[src/design/smsc_pkg.sv]
// ----------------------------------------------------------------------------
// smsc_pkg: shared constants for the sliding-mode speed controller
// Field widths, fixed datapath widths and register indexes.
// ----------------------------------------------------------------------------
package smsc_pkg;

   // default fixed-point format, Q16.16
   localparam int FRAC_BITS_DEF = 16;

   // port widths
   localparam int DATA_W = 32;
   localparam int ADDR_W = 4;
   localparam int GAIN_W = 31;

   // integral bound, in whole units, and the integer bits it needs
   localparam int INTEG_LIMIT = 1600;
   localparam int INT_HEAD_W  = 11;

   // lambda * |integral| >> FRAC_BITS stays below 2^(GAIN_W + INT_HEAD_W)
   localparam int P1_W   = GAIN_W + INT_HEAD_W;
   // negated surface, signed, and its magnitude
   localparam int S_W    = P1_W + 2;
   localparam int SMAG_W = P1_W + 1;
   // |s| + delta
   localparam int DEN_W  = SMAG_W + 1;
   // |s| * eta, full product
   localparam int PB_W   = SMAG_W + GAIN_W;
   // |s| * eta >> FRAC_BITS, saturated
   localparam int B_W    = GAIN_W + 2;
   // drive magnitude before the output clamp
   localparam int M_W    = B_W + 1;

   // serial divide-by-5 and serial multiply over a gain: GAIN_W steps
   localparam int ETA_CNT_W   = 5;
   localparam int ETA_DIVISOR = 5;

   // register indexes
   localparam logic [1:0] REG_OUTPUT_LIMIT   = 2'd0;
   localparam logic [1:0] REG_SURFACE_GAIN   = 2'd1;
   localparam logic [1:0] REG_SWITCHING_GAIN = 2'd2;
   localparam logic [1:0] REG_BOUNDARY_WIDTH = 2'd3;

endpackage

[src/design/sliding_mode_speed_controller_core.sv]
// ----------------------------------------------------------------------------
// sliding_mode_speed_controller_core: integral sliding-mode speed controller
// Error integral, sliding surface, boundary-layer sign and saturated drive,
// built on bit-serial multipliers and a restoring divider.
// ----------------------------------------------------------------------------
// Sequence: accept, integral update, lambda*|integral| on unit A, surface,
//   divider, then k * smoothed sign on unit A, with the 31-step surface
//   multiply on unit B overlapping the last two. Format: Q16.16 by default.
// Flow: a request is taken only in idle; a full output slot holds ST_OUT.
// Reset: synchronous; registers return to defaults, integral cleared, and
//   req_ready stays low while 0.8*lambda is formed by a serial divide-by-5
//   (again after every surface_gain write).
// ----------------------------------------------------------------------------
module sliding_mode_speed_controller_core #(
   parameter int FRAC_BITS = smsc_pkg::FRAC_BITS_DEF
) (
   input  logic                                clock,
   input  logic                                reset,
   // input transactions
   input  logic                                req_valid,
   output logic                                req_ready,
   input  logic signed [smsc_pkg::DATA_W-1:0]  req_target_speed,
   input  logic signed [smsc_pkg::DATA_W-1:0]  req_measured_speed,
   // result transactions
   output logic                                rsp_valid,
   input  logic                                rsp_ready,
   output logic signed [smsc_pkg::DATA_W-1:0]  rsp_drive,
   // register port
   input  logic                                psel,
   input  logic                                penable,
   input  logic                                pwrite,
   input  logic [smsc_pkg::ADDR_W-1:0]         paddr,
   input  logic [smsc_pkg::DATA_W-1:0]         pwdata,
   output logic [smsc_pkg::DATA_W-1:0]         prdata,
   output logic                                pready
);

   // |integral| width and signed integral width
   localparam int QA_W  = FRAC_BITS + smsc_pkg::INT_HEAD_W;
   localparam int IW    = QA_W + 1;
   localparam int SUM_W = ((IW > smsc_pkg::DATA_W + 1) ? IW : smsc_pkg::DATA_W + 1) + 1;
   localparam int CNT_W = $clog2(QA_W + 1);

   localparam logic [smsc_pkg::GAIN_W-1:0] Q_ONE =
      smsc_pkg::GAIN_W'(1) << FRAC_BITS;
   // 0.01 in the working format, rounded
   localparam logic [smsc_pkg::GAIN_W-1:0] DELTA_DEF =
      smsc_pkg::GAIN_W'(((1 << FRAC_BITS) + 50) / 100);
   localparam logic signed [SUM_W-1:0] INTEG_MAX =
      SUM_W'(smsc_pkg::INTEG_LIMIT) << FRAC_BITS;
   localparam logic signed [SUM_W-1:0] INTEG_MIN = -INTEG_MAX;

   // sequencer states
   localparam logic [3:0] ST_IDLE  = 4'd0;
   localparam logic [3:0] ST_INTEG = 4'd1;
   localparam logic [3:0] ST_LOAD1 = 4'd2;
   localparam logic [3:0] ST_MUL1  = 4'd3;
   localparam logic [3:0] ST_SURF  = 4'd4;
   localparam logic [3:0] ST_PREP  = 4'd5;
   localparam logic [3:0] ST_DIV   = 4'd6;
   localparam logic [3:0] ST_MUL2  = 4'd7;
   localparam logic [3:0] ST_DRIVE = 4'd8;
   localparam logic [3:0] ST_OUT   = 4'd9;

   // ------------------------------------------------------------------
   // Register file
   // ------------------------------------------------------------------
   logic [smsc_pkg::GAIN_W-1:0] lim_ff;
   logic [smsc_pkg::GAIN_W-1:0] sg_ff;
   logic [smsc_pkg::GAIN_W-1:0] kg_ff;
   logic [smsc_pkg::GAIN_W-1:0] bw_ff;
   logic                        csr_wr;
   logic [1:0]                  csr_idx;
   logic [smsc_pkg::GAIN_W-1:0] lam_eff;
   logic [smsc_pkg::GAIN_W-1:0] kg_eff;
   logic [smsc_pkg::GAIN_W-1:0] dl_eff;

   assign pready  = 1'b1;
   assign csr_wr  = psel & penable & pwrite;
   assign csr_idx = paddr[smsc_pkg::ADDR_W-1:2];

   always_ff @(posedge clock) begin
      if (reset) begin
         lim_ff <= '0;
         sg_ff  <= Q_ONE;
         kg_ff  <= Q_ONE;
         bw_ff  <= DELTA_DEF;
      end else if (csr_wr) begin
         case (csr_idx)
            smsc_pkg::REG_OUTPUT_LIMIT:   lim_ff <= pwdata[smsc_pkg::GAIN_W-1:0];
            smsc_pkg::REG_SURFACE_GAIN:   sg_ff  <= pwdata[smsc_pkg::GAIN_W-1:0];
            smsc_pkg::REG_SWITCHING_GAIN: kg_ff  <= pwdata[smsc_pkg::GAIN_W-1:0];
            smsc_pkg::REG_BOUNDARY_WIDTH: bw_ff  <= pwdata[smsc_pkg::GAIN_W-1:0];
            default: ;
         endcase
      end
   end

   always_comb begin
      case (csr_idx)
         smsc_pkg::REG_OUTPUT_LIMIT:   prdata = {1'b0, lim_ff};
         smsc_pkg::REG_SURFACE_GAIN:   prdata = {1'b0, sg_ff};
         smsc_pkg::REG_SWITCHING_GAIN: prdata = {1'b0, kg_ff};
         smsc_pkg::REG_BOUNDARY_WIDTH: prdata = {1'b0, bw_ff};
         default:                      prdata = '0;
      endcase
   end

   // zero gains fall back to 1.0, zero width to 0.01
   assign lam_eff = (sg_ff == '0) ? Q_ONE : sg_ff;
   assign kg_eff  = (kg_ff == '0) ? Q_ONE : kg_ff;
   assign dl_eff  = (bw_ff == '0) ? DELTA_DEF : bw_ff;

   // ------------------------------------------------------------------
   // eta = floor(4*lambda/5): serial divide of lambda by 5, MSB first.
   // 4*q + floor(4*r/5) where floor(4*r/5) is r-1 for r > 0.
   // ------------------------------------------------------------------
   logic                           ed_pend_ff;
   logic [smsc_pkg::ETA_CNT_W-1:0] ed_cnt_ff;
   logic [smsc_pkg::GAIN_W-1:0]    ed_sh_ff;
   logic [2:0]                     ed_rem_ff;
   logic [3:0]                     ed_trial;
   logic                           ed_ge;
   logic [2:0]                     ed_rem_step;
   logic [1:0]                     ed_adj;
   logic [smsc_pkg::GAIN_W-1:0]    eta;
   logic                           eta_ready;

   assign ed_trial    = {ed_rem_ff, ed_sh_ff[smsc_pkg::GAIN_W-1]};
   assign ed_ge       = ed_trial >= 4'(smsc_pkg::ETA_DIVISOR);
   assign ed_rem_step = ed_ge ? 3'(ed_trial - 4'(smsc_pkg::ETA_DIVISOR)) : ed_trial[2:0];
   assign ed_adj      = (ed_rem_ff == '0) ? 2'd0 : 2'(ed_rem_ff - 3'd1);
   assign eta         = {ed_sh_ff[smsc_pkg::GAIN_W-3:0], ed_adj};
   assign eta_ready   = !ed_pend_ff && (ed_cnt_ff == '0);

   always_ff @(posedge clock) begin
      if (reset) begin
         ed_pend_ff <= 1'b1;
         ed_cnt_ff  <= '0;
      end else begin
         if (ed_pend_ff) begin
            ed_cnt_ff <= smsc_pkg::ETA_CNT_W'(smsc_pkg::GAIN_W);
         end else if (ed_cnt_ff != '0) begin
            ed_cnt_ff <= ed_cnt_ff - smsc_pkg::ETA_CNT_W'(1);
         end
         ed_pend_ff <= csr_wr && (csr_idx == smsc_pkg::REG_SURFACE_GAIN);
      end
   end

   always_ff @(posedge clock) begin
      if (ed_pend_ff) begin
         ed_sh_ff  <= lam_eff;
         ed_rem_ff <= '0;
      end else if (ed_cnt_ff != '0) begin
         ed_sh_ff  <= {ed_sh_ff[smsc_pkg::GAIN_W-2:0], ed_ge};
         ed_rem_ff <= ed_rem_step;
      end
   end

   // ------------------------------------------------------------------
   // Datapath registers
   // ------------------------------------------------------------------
   logic [3:0]                           state_ff,    state_in;
   logic [CNT_W-1:0]                     cnt_ff,      cnt_in;
   logic signed [IW-1:0]                 integ_ff,    integ_in;
   logic signed [smsc_pkg::DATA_W:0]     err_ff,      err_in;
   // unit A: serial multiplier, gain times |integral| or smoothed sign
   logic [smsc_pkg::GAIN_W-1:0]          ma_acc_ff,   ma_acc_in;
   logic [smsc_pkg::GAIN_W-1:0]          ma_mc_ff,    ma_mc_in;
   logic [QA_W-1:0]                      ma_q_ff,     ma_q_in;
   // negated surface and sign of s
   logic signed [smsc_pkg::S_W-1:0]      x_ff,        x_in;
   logic                                 s_neg_ff,    s_neg_in;
   // restoring divider |s| / (|s| + delta)
   logic [smsc_pkg::DEN_W-1:0]           dv_rem_ff,   dv_rem_in;
   logic [smsc_pkg::DEN_W-1:0]           dv_den_ff,   dv_den_in;
   logic [FRAC_BITS-1:0]                 dv_q_ff,     dv_q_in;
   // unit B: serial multiplier, |s| times eta
   logic [smsc_pkg::SMAG_W-1:0]          mb_acc_ff,   mb_acc_in;
   logic [smsc_pkg::SMAG_W-1:0]          mb_mc_ff,    mb_mc_in;
   logic [smsc_pkg::GAIN_W-1:0]          mb_q_ff,     mb_q_in;
   logic [smsc_pkg::ETA_CNT_W-1:0]       mb_cnt_ff,   mb_cnt_in;
   // drive magnitude and output slot
   logic [smsc_pkg::M_W-1:0]             m_ff,        m_in;
   logic                                 rsp_valid_ff, rsp_valid_in;
   logic signed [smsc_pkg::DATA_W-1:0]   rsp_drive_ff, rsp_drive_in;

   // ------------------------------------------------------------------
   // Step logic
   // ------------------------------------------------------------------
   logic signed [SUM_W-1:0]              integ_sum;
   logic signed [SUM_W-1:0]              integ_clamp;
   logic [QA_W-1:0]                      integ_mag;
   logic [smsc_pkg::GAIN_W:0]            ma_sum;
   logic [smsc_pkg::SMAG_W:0]            mb_sum;
   logic [smsc_pkg::P1_W-1:0]            p1;
   logic signed [smsc_pkg::S_W-1:0]      p1_ext;
   logic signed [smsc_pkg::S_W-1:0]      err_ext;
   logic [smsc_pkg::SMAG_W-1:0]          s_mag;
   logic [smsc_pkg::DEN_W-1:0]           den;
   logic [smsc_pkg::DEN_W:0]             dv_shift;
   logic [smsc_pkg::DEN_W:0]             dv_diff;
   logic                                 dv_ge;
   logic [smsc_pkg::DEN_W-1:0]           dv_rem_step;
   logic [FRAC_BITS-1:0]                 dv_q_step;
   logic [smsc_pkg::PB_W-1:0]            prod_b;
   logic                                 b_ovf;
   logic [smsc_pkg::B_W-1:0]             b_sat;
   logic [smsc_pkg::GAIN_W-1:0]          m_lim;
   logic [smsc_pkg::DATA_W-1:0]          drive_mag;

   // integral update with clamp to +/-1600
   assign integ_sum   = SUM_W'(integ_ff) + SUM_W'(err_ff);
   assign integ_clamp = (integ_sum > INTEG_MAX) ? INTEG_MAX :
                        (integ_sum < INTEG_MIN) ? INTEG_MIN : integ_sum;
   assign integ_mag   = integ_ff[IW-1] ? QA_W'(-integ_ff) : QA_W'(integ_ff);

   // one multiplier bit per cycle; low product bits shift into the q register
   assign ma_sum = {1'b0, ma_acc_ff} + (ma_q_ff[0] ? {1'b0, ma_mc_ff} : '0);
   assign mb_sum = {1'b0, mb_acc_ff} + (mb_q_ff[0] ? {1'b0, mb_mc_ff} : '0);

   // lambda*|integral| >> FRAC_BITS
   assign p1      = {ma_acc_ff, ma_q_ff[QA_W-1:FRAC_BITS]};
   assign p1_ext  = {2'b00, p1};
   assign err_ext = smsc_pkg::S_W'(err_ff);

   // x = -s; |s| and |s| + delta from x directly
   assign s_mag = x_ff[smsc_pkg::S_W-1] ? smsc_pkg::SMAG_W'(-x_ff)
                                         : smsc_pkg::SMAG_W'(x_ff);
   assign den   = x_ff[smsc_pkg::S_W-1]
                ? (smsc_pkg::DEN_W'(dl_eff) - smsc_pkg::DEN_W'(x_ff))
                : (smsc_pkg::DEN_W'(x_ff) + smsc_pkg::DEN_W'(dl_eff));

   // one quotient bit per cycle
   assign dv_shift    = {dv_rem_ff, 1'b0};
   assign dv_diff     = dv_shift - {1'b0, dv_den_ff};
   assign dv_ge       = dv_shift >= {1'b0, dv_den_ff};
   assign dv_rem_step = dv_ge ? dv_diff[smsc_pkg::DEN_W-1:0]
                              : dv_shift[smsc_pkg::DEN_W-1:0];
   assign dv_q_step   = {dv_q_ff[FRAC_BITS-2:0], dv_ge};

   // |s|*eta >> FRAC_BITS; anything past B_W bits is beyond any limit
   assign prod_b = {mb_acc_ff, mb_q_ff};
   assign b_ovf  = |prod_b[smsc_pkg::PB_W-1:FRAC_BITS+smsc_pkg::B_W];
   assign b_sat  = b_ovf ? '1 : prod_b[FRAC_BITS+smsc_pkg::B_W-1:FRAC_BITS];

   // output clamp; both drive terms carry the sign of -s
   assign m_lim     = (m_ff > smsc_pkg::M_W'(lim_ff)) ? lim_ff
                                                      : m_ff[smsc_pkg::GAIN_W-1:0];
   assign drive_mag = {1'b0, m_lim};

   assign req_ready = (state_ff == ST_IDLE) && eta_ready;
   assign rsp_valid = rsp_valid_ff;
   assign rsp_drive = rsp_drive_ff;

   always_comb begin
      state_in     = state_ff;
      cnt_in       = cnt_ff;
      integ_in     = integ_ff;
      err_in       = err_ff;
      ma_acc_in    = ma_acc_ff;
      ma_mc_in     = ma_mc_ff;
      ma_q_in      = ma_q_ff;
      x_in         = x_ff;
      s_neg_in     = s_neg_ff;
      dv_rem_in    = dv_rem_ff;
      dv_den_in    = dv_den_ff;
      dv_q_in      = dv_q_ff;
      mb_acc_in    = mb_acc_ff;
      mb_mc_in     = mb_mc_ff;
      mb_q_in      = mb_q_ff;
      mb_cnt_in    = mb_cnt_ff;
      m_in         = m_ff;
      rsp_valid_in = rsp_valid_ff && !rsp_ready;
      rsp_drive_in = rsp_drive_ff;

      // unit B runs on its own count, overlapping the divider and unit A
      if (mb_cnt_ff != '0) begin
         mb_acc_in = mb_sum[smsc_pkg::SMAG_W:1];
         mb_q_in   = {mb_sum[0], mb_q_ff[smsc_pkg::GAIN_W-1:1]};
         mb_cnt_in = mb_cnt_ff - smsc_pkg::ETA_CNT_W'(1);
      end

      case (state_ff)
         ST_IDLE: begin
            if (req_valid && req_ready) begin
               err_in   = (smsc_pkg::DATA_W + 1)'(req_target_speed)
                        - (smsc_pkg::DATA_W + 1)'(req_measured_speed);
               state_in = ST_INTEG;
            end
         end
         ST_INTEG: begin
            integ_in = IW'(integ_clamp);
            state_in = ST_LOAD1;
         end
         ST_LOAD1: begin
            ma_acc_in = '0;
            ma_mc_in  = lam_eff;
            ma_q_in   = integ_mag;
            cnt_in    = '0;
            state_in  = ST_MUL1;
         end
         ST_MUL1: begin
            ma_acc_in = ma_sum[smsc_pkg::GAIN_W:1];
            ma_q_in   = {ma_sum[0], ma_q_ff[QA_W-1:1]};
            cnt_in    = cnt_ff + CNT_W'(1);
            if (cnt_ff == CNT_W'(QA_W - 1)) begin
               state_in = ST_SURF;
            end
         end
         ST_SURF: begin
            // x = err + sign(integral) * p1
            x_in     = integ_ff[IW-1] ? (err_ext - p1_ext) : (err_ext + p1_ext);
            state_in = ST_PREP;
         end
         ST_PREP: begin
            s_neg_in  = !x_ff[smsc_pkg::S_W-1] && (x_ff != '0);
            dv_rem_in = {1'b0, s_mag};
            dv_den_in = den;
            dv_q_in   = '0;
            mb_acc_in = '0;
            mb_mc_in  = s_mag;
            mb_q_in   = eta;
            mb_cnt_in = smsc_pkg::ETA_CNT_W'(smsc_pkg::GAIN_W);
            cnt_in    = '0;
            state_in  = ST_DIV;
         end
         ST_DIV: begin
            dv_rem_in = dv_rem_step;
            dv_q_in   = dv_q_step;
            cnt_in    = cnt_ff + CNT_W'(1);
            if (cnt_ff == CNT_W'(FRAC_BITS - 1)) begin
               // smoothed sign ready: start k * sm on unit A
               ma_acc_in = '0;
               ma_mc_in  = kg_eff;
               ma_q_in   = QA_W'(dv_q_step);
               cnt_in    = '0;
               state_in  = ST_MUL2;
            end
         end
         ST_MUL2: begin
            // after FRAC_BITS steps the accumulator holds k*sm >> FRAC_BITS
            if (cnt_ff != CNT_W'(FRAC_BITS)) begin
               ma_acc_in = ma_sum[smsc_pkg::GAIN_W:1];
               ma_q_in   = {ma_sum[0], ma_q_ff[QA_W-1:1]};
               cnt_in    = cnt_ff + CNT_W'(1);
            end else if (mb_cnt_ff == '0) begin
               state_in = ST_DRIVE;
            end
         end
         ST_DRIVE: begin
            m_in     = smsc_pkg::M_W'(ma_acc_ff) + smsc_pkg::M_W'(b_sat);
            state_in = ST_OUT;
         end
         ST_OUT: begin
            // hold until the output slot is free
            if (!rsp_valid_ff || rsp_ready) begin
               rsp_valid_in = 1'b1;
               rsp_drive_in = s_neg_ff ? drive_mag : (smsc_pkg::DATA_W'(0) - drive_mag);
               state_in     = ST_IDLE;
            end
         end
         default: begin
            state_in = ST_IDLE;
         end
      endcase
   end

   always_ff @(posedge clock) begin
      if (reset) begin
         state_ff     <= ST_IDLE;
         cnt_ff       <= '0;
         mb_cnt_ff    <= '0;
         integ_ff     <= '0;
         rsp_valid_ff <= 1'b0;
      end else begin
         state_ff     <= state_in;
         cnt_ff       <= cnt_in;
         mb_cnt_ff    <= mb_cnt_in;
         integ_ff     <= integ_in;
         rsp_valid_ff <= rsp_valid_in;
      end
   end

   always_ff @(posedge clock) begin
      err_ff       <= err_in;
      ma_acc_ff    <= ma_acc_in;
      ma_mc_ff     <= ma_mc_in;
      ma_q_ff      <= ma_q_in;
      x_ff         <= x_in;
      s_neg_ff     <= s_neg_in;
      dv_rem_ff    <= dv_rem_in;
      dv_den_ff    <= dv_den_in;
      dv_q_ff      <= dv_q_in;
      mb_acc_ff    <= mb_acc_in;
      mb_mc_ff     <= mb_mc_in;
      mb_q_ff      <= mb_q_in;
      m_ff         <= m_in;
      rsp_drive_ff <= rsp_drive_in;
   end

   // ------------------------------------------------------------------
   // Assertions
   // ------------------------------------------------------------------
   // no transaction may start on a stale eta
   a_eta_ready: assert property (@(posedge clock) disable iff (reset)
      (req_valid && req_ready) |-> (!ed_pend_ff && ed_cnt_ff == '0))
      else $error("transaction accepted while eta divide is busy");

   // integral never leaves the clamp window
   a_integ_bound: assert property (@(posedge clock) disable iff (reset)
      (SUM_W'(integ_ff) <= INTEG_MAX) && (SUM_W'(integ_ff) >= INTEG_MIN))
      else $error("error integral out of bounds");

   // restoring divider keeps its partial remainder below the divisor
   a_div_rem: assert property (@(posedge clock) disable iff (reset)
      (state_ff == ST_DIV) |-> (dv_rem_ff < dv_den_ff))
      else $error("divider remainder not below divisor");

   // drive is formed only after the surface multiply has finished
   a_mulb_done: assert property (@(posedge clock) disable iff (reset)
      (state_ff == ST_DRIVE) |-> (mb_cnt_ff == '0))
      else $error("drive formed before surface multiply finished");

endmodule
[config.mk]
export PLATFORM = sky130hd
export DESIGN_NAME = sliding_mode_speed_controller_core
export DESIGN_NICKNAME = d
export VERILOG_FILES = /design/src/design/smsc_pkg.sv /design/src/design/sliding_mode_speed_controller_core.sv
export SDC_FILE = /design/constraint.sdc
export NUM_CORES = 2
export LEC_CHECK = 0
export BUFFER_PORTS_ARGS = -buffer_cell sky130_fd_sc_hd__buf_4
export CAP_MARGIN = 10
export CORE_MARGIN = 8
export CORE_UTILIZATION = 40
export CTS_CLUSTER_DIAMETER = 120
export CTS_CLUSTER_SIZE = 25
export DETAILED_ROUTE_END_ITERATION = 6
export PLACE_DENSITY = 0.6
export SYNTH_ARGS = -nofsm -noshare
export SYNTH_HDL_FRONTEND = slang
export SYNTH_SLANG_ARGS = --single-unit
[constraint.sdc]
create_clock -name clock -period 4.85 [get_ports clock]
set_input_delay 0 -clock clock [delete_from_list [all_inputs] [get_ports clock]]
set_output_delay 0 -clock clock [all_outputs]
set_load 0.02 [all_outputs]
==> results.yml <==
run_status:
  status: "completed"
routing:
  wl_per_cell_um: 20.7
  route.detailed.drc: 0
  vias: 39800
  drtPass1Iterations: 6
  avgViaCountPerCell: 5.63
  drt_iter0_markers: 3338
  wl_um: 147000
  antenna_left: 0
placement:
  io_buffers: 168
  gp_congestion: 0.946
  dpl_cell_area_sq_um: 50000
  dp_hpwl_um: 113000
  post-place-ws_ns: -0.0830
power:
  ir_drop_mv: 0.220
  p_comb_share_pct: 39.2
  p_sw_share_pct: 36.5
  p_per_area_nw_per_um2: 341
  power_frac_clock_pct: 20.0
  total_power_mw: 17.8
  power_frac_seq_pct: 40.8
  power.internal_mw: 11.3
  p_leak_nw: 20.9
  switchingPower_mw: 6.51
grt:
  antenna_found_initial: 7
  grt_pass1_wl_um: 223000
  grt_util_all_layers_pct: 22.2
  overflow: 0
  first_global_vias: 37400
  grt_max_degree: 105
sta:
  timing.final.ws_setup_ns: 0.123
  period_needed_ns: 4.73
  fin_crit_sh_pct: 97.5
  relSlewSlack_pct: 19.6
  fmax_ghz: 0.212
  setup_tns_ns: 0
  setup_viol: 0
  hold_viol: 0
  slew_viol_final: 0
  tightest_slew_ns: 1.21
  hold-worst-slack_ns: 0.0480
  clock-skew-final_ns: 0.0461
  rsz0062_at_grt: "false"
floorplan:
  coreArea_sq_um: 115000
  die-area_sq_um: 127000
  die_h_um: 356
  io_pins: 174
  start_util_pct: 40.4
  placementRows: 124
  die_x_um: 356
synth:
  syn_inst: 5273
  synth_warnings: 0
  synth_cell_type_count: 101
  synth-seq-cells: 660
  ys.flop_type: "edfxtp_1"
  async_reset_ff_share_pct: 0
  ys_seq_area_share_pct: 38.1
  synth.avg_cell_area_sq_um: 8.77
  synth_area_sq_um: 46300
  synth_edf_count: 441
  syn_nets: 5722
clocking:
  numClockSinks: 660
  h-tree-depth: 2
  cts_root_buffer: "clkbuf_16"
  tritoncts: "built"
  cts_inserted_buffers: 34
  clock_latency_ns: 0.63
  clkTransAtPathRegs_ns: 0.11
  clock_path_buffers: 3
layout:
  syn_to_final_growth_pct: 13.3
  diodes: 0
  nFillCells: 11100
  nNetsFinal: 5979
  postLayoutCellArea_sq_um: 52400
  drive_gt1_share_pct: 10.3
critical_path:
  setup.worst_path.end_class: "flop"
  criticalPathCategory: "reg -> reg"
  critPathMaxFanout: 5
  critPathArrivalTime_ns: 5.07
  required_ns: 5.20
  start_kind: "flop"
worst_hold_path:
  hold_path.class: "in -> reg"
flow_run:
  drv_cap: 0
layout by cell type, fill, tap and decap left out, types with 34 or more instances in the layout:
cell / n
a211oi_1: 34
a21o_1: 161
a21oi_1: 533
a31oi_1: 82
and2_1: 105
buf_4: 340
clkbuf_16: 38
dfxtp_1: 218
dlygate4sd3_1: 112
edfxtp_1: 441
ha_1: 334
inv_1: 242
mux2_2: 34
nand2_1: 818
nand2b_1: 55
nand3_1: 85
nand4_1: 44
nor2_1: 404
nor2b_1: 42
nor3_1: 109
nor4_1: 54
o21a_1: 44
o21ai_0: 206
o21bai_1: 41
or3_1: 61
xnor2_1: 313
xor2_1: 110
kinds of logic (layout without fill, tap and decap cells):
group / count (synthesis) / after routing / share of synthesized area (%)
AND/OR/NAND/NOR: 1934 / 1934 / 19.3
buffers and inverters: 481 / 764 / 3.98
flip-flops: 660 / 660 / 38.1
AO/OA/AOI/OAI: 1343 / 1343 / 18.3
other: 2 / 2 / 0.0162
XOR/XNOR: 423 / 423 / 8.01
multiplexers: 88 / 88 / 2.83
adder cells (fa/ha/maj): 342 / 342 / 9.38
synth_stat cells, types with 44 or more instances:
cell / n / share of area (%)
a21o_1: 161 / 2.6
nor2_1: 412 / 3.3
o21ai_0: 210 / 2.3
nand2_1: 819 / 6.6
dfxtp_1: 219 / 9.5
nand3_1: 86 / 0.93
nor3_1: 116 / 1.3
and2_1: 104 / 1.4
a21oi_1: 536 / 5.8
o21a_1: 44 / 0.71
clkbuf_1: 198 / 1.6
xnor2_1: 313 / 5.9
edfxtp_1: 441 / 29
xor2_1: 110 / 2.1
or3_1: 62 / 0.84
nand4_1: 44 / 0.60
inv_1: 242 / 2.0
nand2b_1: 55 / 0.74
a31oi_1: 85 / 1.1
nor4_1: 58 / 0.78
ha_1: 334 / 9.0
sequential cells by signal (all words and copies together), names as in the netlist, 28 cells and up:
name / cells
ma_acc_ff: 31
mb_acc_ff: 43
kg_ff: 31
x_ff: 44
dv_rem_ff: 44
ed_sh_ff: 31
ma_mc_ff: 31
lim_ff: 31
m_ff: 34
rsp_drive: 32
mb_mc_ff: 43
dv_den_ff: 44
integ_ff: 28
err_ff: 33
sg_ff: 31
mb_q_ff: 31
bw_ff: 31
power groups by stage:
| stage | registers (mW) | logic (mW) | clock network [mW] |
|---|---|---|---|
| finish | 7.28 | 7.00 | 3.57 |
| global route | 7.35 | 7.79 | 3.81 |
| CTS | 7.28 | 6.94 | 3.66 |
| detailed placement | 7.40 | 6.79 | 0 |
| global placement | 7.40 | 6.72 | 0 |
| floorplan | 7.22 | 5.12 | 0 |
layer usage:
metal | track usage, % | share of wire (%) | up-vias
met5 | 0 | 0 | -
met4 | 7.52 | 3.7 | 0
met3 | 4.25 | 8.1 | 200
met2 | 34.6 | 43 | 1301
met1 | 30.8 | 45 | 18900
li1 | - | - | 19400
what timing repair did:
| action | in CTS | in global routing |
|---|---|---|
| hold endpoints to repair | 163 | 0 |
| pin swaps | 0 | 3 |
| setup buffers | 0 | 2 |
| endpoints found under the setup margin | 1 | 24 |
| hold buffers | 112 | 0 |
| gates resized for setup | 1 | 34 |
per-stage QoR:
stage | util [%] | cells
final | 45.8 | 7068
after detailed placement | 43.6 | 6892
after global placement | 43.6 | 6892
after floorplan | - | 5273
after global routing | 45.8 | 7068
after CTS | 45.6 | 7066
area by class of cell:
| cell class | instances | area [sq um] | share of cell area, % |
|---|---|---|---|
| Tap cell | 1512 | 1890 | 3.61 |
| Multi-Input combinational cell | 4132 | 27000 | 51.6 |
| Clock buffer | 54 | 1020 | 1.95 |
| Inverter | 244 | 921 | 1.76 |
| Clock inverter | 8 | 113 | 0.215 |
| Sequential cell | 660 | 17600 | 33.6 |
| Timing Repair Buffer | 458 | 3790 | 7.24 |
path summary, 6_finish.rpt:
path	from	end	slack (ns)	cells after the start
setup / recovery	ma_q_ff[16]	x_ff[39]	0.12	15
hold / removal	req_measured_speed[23]	err_ff[24]	0.05	5
setup reg to reg	ma_q_ff[16]	x_ff[39]	0.12	15
hold reg to reg	mb_acc_ff[27]	mb_acc_ff[27]	0.48	2
critical path, stage by stage (launching register included):
cell	delay [ns]
edfxtp_1	0.47
or4_1	0.61
nor4_1	0.23
nor2_1	0.09
xnor2_1	0.18
ha_1	0.31
or2_2	0.29
a2111oi_0	0.68
a2111oi_1	0.13
buf_4	0.18
o21ai_0	0.30
nand2_1	0.18
a311oi_1	0.37
buf_4	0.19
o31ai_1	0.08
xor2_1	0.15
Power figures use the tool's default switching activity.
